<file path="src/hw/rtl/sorted_insert_priority_queue_macros.svh">
// Assertion helpers used by the queue RTL.
`ifndef SORTED_INSERT_PRIORITY_QUEUE_MACROS_SVH
`define SORTED_INSERT_PRIORITY_QUEUE_MACROS_SVH

// Check prop at every rising clock edge outside reset.
`define SPQ_ASSERT(lbl, prop, msg) \
  lbl: assert property (@(posedge clk_i) disable iff (!rst_ni) (prop)) else $error(msg);

// Check that cond implies prop in the following cycle.
`define SPQ_ASSERT_NEXT(lbl, cond, prop, msg) \
  lbl: assert property (@(posedge clk_i) disable iff (!rst_ni) (cond) |=> (prop)) \
    else $error(msg);

`endif

</file>
<file path="src/hw/rtl/spq_pkg.sv">
`timescale 1ns / 1ps

package spq_pkg;

  localparam int unsigned KEY_W   = 16;
  localparam int unsigned PAY_W   = 32;
  localparam int unsigned COUNT_W = 5;

  localparam logic MODE_INSERT = 1'b0;
  localparam logic MODE_REMOVE = 1'b1;

  typedef enum logic [1:0] {
    ST_OK    = 2'd0,
    ST_FULL  = 2'd1,
    ST_EMPTY = 2'd2
  } status_e;

  typedef struct packed {
    logic             mode;
    logic [KEY_W-1:0] item_key;
    logic [PAY_W-1:0] item_payload;
  } in_t;

  typedef struct packed {
    logic               out_valid;
    logic [KEY_W-1:0]   out_key;
    logic [PAY_W-1:0]   out_payload;
    status_e            status;
    logic [COUNT_W-1:0] entry_count;
  } out_t;

  typedef struct packed {
    logic [KEY_W-1:0] key;
    logic [PAY_W-1:0] payload;
  } entry_t;

endpackage

</file>
<file path="src/hw/rtl/spq_store.sv">
`timescale 1ns / 1ps

module spq_store import spq_pkg::*; #(
  parameter int unsigned DEPTH = 16,
  localparam int unsigned IDX_W = $clog2(DEPTH)
) (
  input  logic             clk_i,
  input  logic             we_i,
  input  logic [IDX_W-1:0] waddr_i,
  input  entry_t           wdata_i,
  input  logic             re_i,
  input  logic [IDX_W-1:0] raddr_i,
  output entry_t           rdata_o
);

  entry_t mem [DEPTH];
  entry_t rdata_q;

  always_ff @(posedge clk_i) begin
    if (we_i) begin
      mem[waddr_i] <= wdata_i;
    end
    if (re_i) begin
      rdata_q <= mem[raddr_i];
    end
  end

  assign rdata_o = rdata_q;

endmodule

</file>
<file path="src/hw/rtl/sorted_insert_priority_queue.sv">
`timescale 1ns / 1ps

// Bounded priority queue of DEPTH entries kept in key order in a circular
// buffer held in a single-port-write, single-port-read memory. A transaction
// with mode insert places its key and payload behind every stored entry with
// a key less than or equal to its own; mode remove returns the head entry,
// which has the smallest key. Each transaction yields exactly one result with
// status and entry count. One sequencer with one slot adder walks the buffer
// from the tail toward the head, one entry per read-compare pair; an insert
// shifts each examined entry with a larger key up one slot, then writes its
// own entry; a remove reads the head, then takes it; a full or empty error
// goes straight to the result. The memory's read port is registered.
// in_ready_o is low while a transaction is in progress and while its result
// waits for the output register to free up.

`include "sorted_insert_priority_queue_macros.svh"

module sorted_insert_priority_queue import spq_pkg::*; #(
  parameter int unsigned DEPTH = 16
) (
  input  logic clk_i,
  input  logic rst_ni,
  input  logic in_valid_i,
  output logic in_ready_o,
  input  in_t  in_data_i,
  output logic out_valid_o,
  input  logic out_ready_i,
  output out_t out_data_o
);

  localparam int unsigned IDX_W = $clog2(DEPTH);
  localparam int unsigned CNT_W = $clog2(DEPTH + 1);
  localparam logic [IDX_W:0]   DEPTH_S = (IDX_W + 1)'(DEPTH);
  localparam logic [CNT_W-1:0] DEPTH_C = CNT_W'(DEPTH);
  localparam logic [CNT_W-1:0] ONE_C   = CNT_W'(1);
  localparam logic [IDX_W-1:0] ONE_I   = IDX_W'(1);

  localparam logic [2:0] S_IDLE = 3'd0;
  localparam logic [2:0] S_RD   = 3'd1;
  localparam logic [2:0] S_CMP  = 3'd2;
  localparam logic [2:0] S_WR   = 3'd3;
  localparam logic [2:0] S_HEAD = 3'd4;
  localparam logic [2:0] S_TAKE = 3'd5;
  localparam logic [2:0] S_DONE = 3'd6;

  function automatic logic [COUNT_W-1:0] count_out(logic [CNT_W-1:0] c);
    logic [CNT_W+COUNT_W-1:0] w;
    w = {{COUNT_W{1'b0}}, c};
    return w[COUNT_W-1:0];
  endfunction

  logic [2:0]       state_q, state_d;
  logic [IDX_W-1:0] head_q, head_d;
  logic [CNT_W-1:0] cnt_q, cnt_d;
  logic [IDX_W-1:0] pos_q, pos_d;
  entry_t           item_q, item_d;
  out_t             pend_q, pend_d;
  out_t             out_q;
  logic             out_vld_q;
  logic             out_free;

  logic [IDX_W-1:0] offset;
  logic [IDX_W:0]   slot_sum;
  logic [IDX_W:0]   slot_wrap;
  logic [IDX_W-1:0] slot;

  logic             we;
  entry_t           wdata;
  logic             re;
  entry_t           rdata;

  assign out_free = !out_vld_q || out_ready_i;
  assign in_ready_o = (state_q == S_IDLE);

  // shared slot adder: (head + offset) mod DEPTH
  assign slot_sum  = {1'b0, head_q} + {1'b0, offset};
  assign slot_wrap = (slot_sum >= DEPTH_S) ? (slot_sum - DEPTH_S) : slot_sum;
  assign slot      = slot_wrap[IDX_W-1:0];

  always_comb begin
    state_d = state_q;
    head_d  = head_q;
    cnt_d   = cnt_q;
    pos_d   = pos_q;
    item_d  = item_q;
    pend_d  = pend_q;
    offset  = pos_q;
    we      = 1'b0;
    wdata   = item_q;
    re      = 1'b0;
    unique case (state_q)
      S_IDLE: begin
        if (in_valid_i) begin
          item_d.key     = in_data_i.item_key;
          item_d.payload = in_data_i.item_payload;
          pend_d         = '0;
          pend_d.entry_count = count_out(cnt_q);
          if (in_data_i.mode == MODE_INSERT) begin
            if (cnt_q == DEPTH_C) begin
              pend_d.status = ST_FULL;
              state_d       = S_DONE;
            end else if (cnt_q == '0) begin
              head_d  = '0;
              pos_d   = '0;
              state_d = S_WR;
            end else begin
              pos_d   = cnt_q[IDX_W-1:0];
              state_d = S_RD;
            end
          end else begin
            if (cnt_q == '0) begin
              pend_d.status = ST_EMPTY;
              state_d       = S_DONE;
            end else begin
              state_d = S_HEAD;
            end
          end
        end
      end
      S_RD: begin
        offset  = pos_q - ONE_I;
        re      = 1'b1;
        state_d = S_CMP;
      end
      S_CMP: begin
        offset = pos_q;
        if (rdata.key > item_q.key) begin
          we    = 1'b1;
          wdata = rdata;
          pos_d = pos_q - ONE_I;
          state_d = (pos_q == ONE_I) ? S_WR : S_RD;
        end else begin
          state_d = S_WR;
        end
      end
      S_WR: begin
        offset  = pos_q;
        we      = 1'b1;
        wdata   = item_q;
        cnt_d   = cnt_q + ONE_C;
        pend_d  = '0;
        pend_d.status      = ST_OK;
        pend_d.entry_count = count_out(cnt_q + ONE_C);
        state_d = S_DONE;
      end
      S_HEAD: begin
        offset  = '0;
        re      = 1'b1;
        state_d = S_TAKE;
      end
      S_TAKE: begin
        offset = ONE_I;
        cnt_d  = cnt_q - ONE_C;
        head_d = (cnt_q == ONE_C) ? '0 : slot;
        pend_d.out_valid   = 1'b1;
        pend_d.out_key     = rdata.key;
        pend_d.out_payload = rdata.payload;
        pend_d.status      = ST_OK;
        pend_d.entry_count = count_out(cnt_q - ONE_C);
        state_d = S_DONE;
      end
      S_DONE: begin
        if (out_free) begin
          state_d = S_IDLE;
        end
      end
      default: begin
        state_d = S_IDLE;
      end
    endcase
  end

  spq_store #(
    .DEPTH(DEPTH)
  ) u_store (
    .clk_i   (clk_i),
    .we_i    (we),
    .waddr_i (slot),
    .wdata_i (wdata),
    .re_i    (re),
    .raddr_i (slot),
    .rdata_o (rdata)
  );

  always_ff @(posedge clk_i or negedge rst_ni) begin
    if (!rst_ni) begin
      state_q   <= S_IDLE;
      head_q    <= '0;
      cnt_q     <= '0;
      pos_q     <= '0;
      out_vld_q <= 1'b0;
    end else begin
      state_q <= state_d;
      head_q  <= head_d;
      cnt_q   <= cnt_d;
      pos_q   <= pos_d;
      if (state_q == S_DONE && out_free) begin
        out_vld_q <= 1'b1;
      end else if (out_ready_i) begin
        out_vld_q <= 1'b0;
      end
    end
  end

  always_ff @(posedge clk_i) begin
    item_q <= item_d;
    pend_q <= pend_d;
    if (state_q == S_DONE && out_free) begin
      out_q <= pend_q;
    end
  end

  assign out_valid_o = out_vld_q;
  assign out_data_o  = out_q;

  `SPQ_ASSERT(a_count_bound, cnt_q <= DEPTH_C, "entry count exceeds depth")
  `SPQ_ASSERT(a_read_pos, (state_q != S_RD) || (pos_q != '0), "tail walk read below head")
  `SPQ_ASSERT_NEXT(a_insert_count, state_q == S_WR, cnt_q == $past(cnt_q) + ONE_C, "insert count")
  `SPQ_ASSERT_NEXT(a_take_count, state_q == S_TAKE, cnt_q == $past(cnt_q) - ONE_C, "remove count")

endmodule

</file>
<file path="config.mk">
export PLATFORM = sky130hd
export DESIGN_NAME = sorted_insert_priority_queue
export DESIGN_NICKNAME = d
export VERILOG_FILES = /design/src/hw/rtl/spq_pkg.sv /design/src/hw/rtl/spq_store.sv /design/src/hw/rtl/sorted_insert_priority_queue.sv
export VERILOG_INCLUDE_DIRS = /design/src /design/src/hw/rtl
export SDC_FILE = /design/constraint.sdc
export NUM_CORES = 1
export LEC_CHECK = 0
export BUFFER_PORTS_ARGS = -buffer_cell sky130_fd_sc_hd__buf_2
export CAP_MARGIN = 5
export CORE_MARGIN = 2
export CORE_UTILIZATION = 56
export CTS_CLUSTER_DIAMETER = 120
export DETAILED_ROUTE_END_ITERATION = 10
export PLACE_DENSITY = 0.76
export SYNTH_ARGS = -nofsm -noshare
export SYNTH_HDL_FRONTEND = slang
export SYNTH_HIERARCHICAL = 1
export SYNTH_SLANG_ARGS = --single-unit
</file>
<file path="constraint.sdc">
create_clock -name clk_i -period 6.27 [get_ports clk_i]
set_input_delay 1.254 -clock clk_i [delete_from_list [all_inputs] [get_ports clk_i]]
set_output_delay 1.254 -clock clk_i [all_outputs]
set_load 0.005 [all_outputs]
</file>
After elaboration in Yosys (flattened, before gate mapping)
Memory sizes are Yosys's and may differ from the RTL's. A register that Yosys moved wholly into a read port is not among the register bits.
Index checks and enable logic that the tools add are counted.
Widths: inputs -> output; s select.

word-level totals
  bits in registers = 177
  bits in latches = 0
  RAM bits = 768
  bits in read-only memories = 0
  input port bits = 53
  output and inout port bits = 58
  word-level logic and storage cells = 95
  memories kept = 1

cells by class
  add/sub/neg operators = 5
  $mul = 0
  div/mod/pow operators = 0
  $lt $le $gt $ge = 2
  eq/ne operators = 15
  shifts and indexed selects = 0
  multiplexer cells = 38
  bitwise logic cells = 0
  reduce and logical (&&, ||, !) cells = 17

memories
  memory       words  width  rd ports  clocked after Yosys merged registers in  wr ports  RTL line         text
  u_store.mem  16     48     1         1                                        1         spq_store.sv:16  entry_t mem [DEPTH];

operators with widths
  operator             count
  $pmux 56 s3          1
  $mux 48              2
  $mux 56              1
  $mux 4               11
  $pmux 3 s6           1
  $gt 16x16->1         1
  $pmux 4 s2           2
  $mux 2               6
  $mux 3               4
  $pmux 4 s3           1
  $ne 2x2->1 const B   5
  $pmux 5 s2           1
  $reduce_and 5->1     2
  $eq 3x3->1 const B   3
  $reduce_bool 2->1    4
  $sub 4x1->4 const B  2
  $mux 1               7
  $eq 3x2->1 const B   2
  $reduce_and 2->1     3
  $add 4x4->5          1
  $add 5x1->5 const B  1
  $eq 5x1->1 const B   1
  $eq 5x5->1 const B   1
  $ge 5x5->1 const B   1
  other kinds (12)     13

Logic depth before layout (Yosys ltp)
  word-level depth = 7
  mapped depth = 15
  gate-level depth less buffers = 12

By module
The synthesis kept the hierarchy.

modules (own cells, without submodules)
  module                        times used  cells an instance  area each (um^2)  seq. area each (um^2)
  spq_store                     1           1242               30171.4           24503.5
  sorted_insert_priority_queue  1           492                7748.7            5230.0

Least setup slack after synthesis
No wires, ideal clock.

  path kind = reg2reg
  from = register state_q[0]
  to = memory u_store/mem[0][0] (netlist name), enable pin
  library setup time = 513 ps
  arrival time = 5894 ps
  required time = 5757 ps
  path slack = -137 ps
  stages on the path, launching flop included = 13
  buffers on the path = 2
  clock period less this slack = 6407 ps
  cells stage by stage = dfrtp_1 -> clkbuf_1 -> clkbuf_1 -> nor2_1 -> o21ai_0 -> o31ai_1 -> ha_1 -> a21o_1 -> a21oi_1 -> xor2_1 -> xnor2_1 -> or3b_2 -> nor3_1

on the way
  longest elaborated chain between the ends = 5
  elaborated cells on any way between the ends = 13
  classes of those cells = add/sub: 2; order compare: 1; eq/ne: 5; mux: 5

RTL lines
  element                                           RTL line                             text
  start: declaration                                sorted_insert_priority_queue.sv:52   logic [2:0] state_q, state_d;
  start signal: assignment                          sorted_insert_priority_queue.sv:193  state_q <= state_d;
  $eq 3x3->1 / $eq 3x1->1 (equally long branches)   sorted_insert_priority_queue.sv:91   unique case (state_q)
  $pmux 4 s3 (*)                                    sorted_insert_priority_queue.sv:91
  $add 4x4->5 (*)                                   sorted_insert_priority_queue.sv:76   assign slot_sum = {1'b0, head_q} + {1'b0, offset};
  via slot_sum[3]                                   sorted_insert_priority_queue.sv:63   logic [IDX_W:0] slot_sum;
  $sub 4x1->4 / $ge 5x5->1 (equally long branches)  sorted_insert_priority_queue.sv:77   assign slot_wrap = (slot_sum >= DEPTH_S) ? (slot_sum - DEPTH_S) : slot_sum;
  $mux 4 (*)                                        sorted_insert_priority_queue.sv:77
  end: declaration                                  spq_store.sv:16

Mark *: on every way through the listed nets, which the timed path passes. The rest lies on a longest branch.

Worst setup path after layout
  from = register state_q[0]
  to = memory u_store/mem[15][40] (netlist name), enable pin

Same word-level chain as after synthesis.

==> metrics.cfg <==
[yosys]
yosysTopAreaCellShare = 0.7729
ys_warn_count = 6
yosysMostFrequentCell = edfxtp_1
synth_edf_count = 976
seq_area_frac_synth = 0.7841
synthFlopType = edfxtp_1
synth_area_um2 = 37920
ys_ff_latch = 993
avgSynthCellArea_um2 = 21.87
async_flop_share = 0.01712
yosys.area.top_type = edfxtp_1
synth_common_cells = edfxtp_1, mux4_2, a22oi_1, nand2_1
synth.area.top_cells = edfxtp_1, mux4_2, a22oi_1
synthCells = 1734
synthDistinctLibCells = 53
syn-num-nets = 1813

[drt]
drtIter0Drc = 2105
dr.pass1.iters = 5
drcViolationCount = 0
vias_per_cell = 6.314
drt_wl_total_um = 81610
postRouteAntennaNets = 0
vias = 17989
wl_per_cell_um = 28.64

[timing]
drv_slew = 0
fin_crit_ns = 5.190
skew_ns = 0.04713
fmax_mhz = 192.7
rsz0062_at_grt = false
maxSlewHeadroom = 0.2445
report.final.hold_viol_count = 0
worst_pin_slew_ns = 1.131
post-route-period-util = 0.8277
setup_tns_ns = 0
finalSetupViolCount = 0

[clock_tree]
numCtsBuffers = 97
cts-root-buf = clkbuf_16
h-tree-depth = 3
cts.repair.resized = 0
clock_latency_ns = 0.67
cts.hold.buffers_added = 0
cts_max_path_buffers = 3
clk_pin_slew_ns = 0.06
post_cts_buffers = 0
cts_tree = yes
cts_sinks = 993

[grt]
grt_pass1_vias = 18743
grtUsageTotal = 0.2396
grt_start_max_net_pins = 91
grt-ovfl-total = 0
antenna_found_initial = 1
grt_pass1_wl_um = 122000

[floorplan]
rows = 95
coreArea_um2 = 67160
die_h_um = 264.2
ioPinCount = 111
initial_core_util = 0.5646
chipWidth_um = 264.2
die-area_um2 = 69810

[setup_path]
cp.arrival_ns = 5.53
criticalPathCategory = flop to flop
cp_slowest_cell = dfrtp_2
path_max_fanout = 90
critPathCaptureType = flop
critPathTopFamily = simple AND/OR/NAND/NOR gates
cp-start-kind = flop
cp_num_buf_inv = 3
worst_path_largest_cell_delay_ns = 0.97
crit_top_cell = a21oi_1
cp_data_required_time_ns = 6.61
crit_chain = nand2b_1, or2_2, a21oi_1, a21oi_1, ha_4, inv_1, fa_1, inv_6, nand2_1, nor2_4, buf_12

[layout]
antenna_cells = 0
num-nets-final = 1974
fin_area_um2 = 42970
layout-area-overhead-vs-synth_pct = 13.32
drive_gt1_frac = 0.2900

[outcome]
status = finished clean

[placement]
place_area_um2 = 39750
gp_congestion = 0.7868
portBuffers = 110
post-dp-hpwl_um = 43340

[flow_run]
drv_cap = 0

[worst_hold_path]
hold_path_class = flop to flop

layout by cell type (no fill, tap or decap), types with 16 or more instances in the layout:
master	Yosys	final
dfrtp_1	17	16
inv_1	28	27
mux2_4	48	48
edfxtp_1	976	976
buf_2	5	110
ha_1	25	24
mux4_2	192	192
and3_1	48	48
clkinv_1	0	25
a21oi_1	18	17
clkbuf_16	0	98
clkinv_2	0	22
buf_4	18	28
nand2_1	64	64
a22oi_1	98	98
metrics by stage:
stage	hold WS [ns]	instances	worst slack (ns)	util
after global routing	0.4208	2849	0.7126	0.6398
after global placement	0.4010	2669	1.162	0.5919
after detailed placement	0.4045	2669	1.157	0.5919
after CTS	0.4166	2849	1.103	0.6397
final	0.4167	2849	1.080	0.6398
after floorplan	0.4003	1734	0.01507	-
state kept, by name, indices dropped and copies added, names as in the netlist:
register / flops
u_store/mem: 768
out_data_o: 56
pend_q: 56
item_q: 48
u_store/rdata_o: 48
cnt_q: 5
head_q: 4
pos_q: 4
state_q: 3
out_valid_o: 1
routing by layer:
metal / GRT usage / vias up / wire [µm]
li1: - / 7539 / -
met2: 0.3883 / 898 / 40450
met5: 0 / - / 0
met3: 0.05733 / 152 / 7334
met1: 0.3234 / 9400 / 31370
met4: 0.08200 / 0 / 2453
worst register-to-register path, stage by stage (launching register included):
cell and delay [ns]:
dfrtp_2 0.97, nand2b_1 0.25, or2_2 0.33, a21oi_1 0.12, a21oi_1 0.09, ha_4 0.18, inv_1 0.06, fa_1 0.46
inv_6 0.69, nand2_1 0.51, nor2_4 0.86, buf_12 0.33
layout make-up:
cell class / count / area [µm²]
clock buffers: 109 / 2494
flip-flops and latches: 993 / 29730
repair buffers: 151 / 1021
clock inverters: 71 / 721.9
inverters: 28 / 110.1
multi-input cells: 624 / 7796
well taps: 873 / 1092
fillers: 4235 / 24190
cell families after synthesis:
group | synth area share
simple gates | 0.02650
flops | 0.7841
mux | 0.1336
compound gates | 0.02871
buf+inv | 0.01554
xor+xnor | 0.002772
fa+ha+maj | 0.008777
path summary, 6_finish.rpt:
check | startpoint | end | slack (ns) | depth (start not counted)
min in group asynchronous | rst_ni | state_q[2]$_DFFE_PN0P_ | 0.52 | 1
max | state_q[0]$_DFFE_PN0P_ | u_store/mem[15][40]$_DFFE_PP_ | 1.08 | 11
max reg2reg | state_q[0]$_DFFE_PN0P_ | u_store/mem[15][40]$_DFFE_PP_ | 1.08 | 11
min | pend_q[22]$_DFFE_PP_ | out_data_o[22]$_DFFE_PP_ | 0.42 | 0
min reg2reg | pend_q[22]$_DFFE_PP_ | out_data_o[22]$_DFFE_PP_ | 0.42 | 0
max in group asynchronous | rst_ni | state_q[0]$_DFFE_PN0P_ | 5.42 | 1
Power is not shown: default switching activity piles up to over one toggle a cycle in this logic, so the estimate is an artifact.
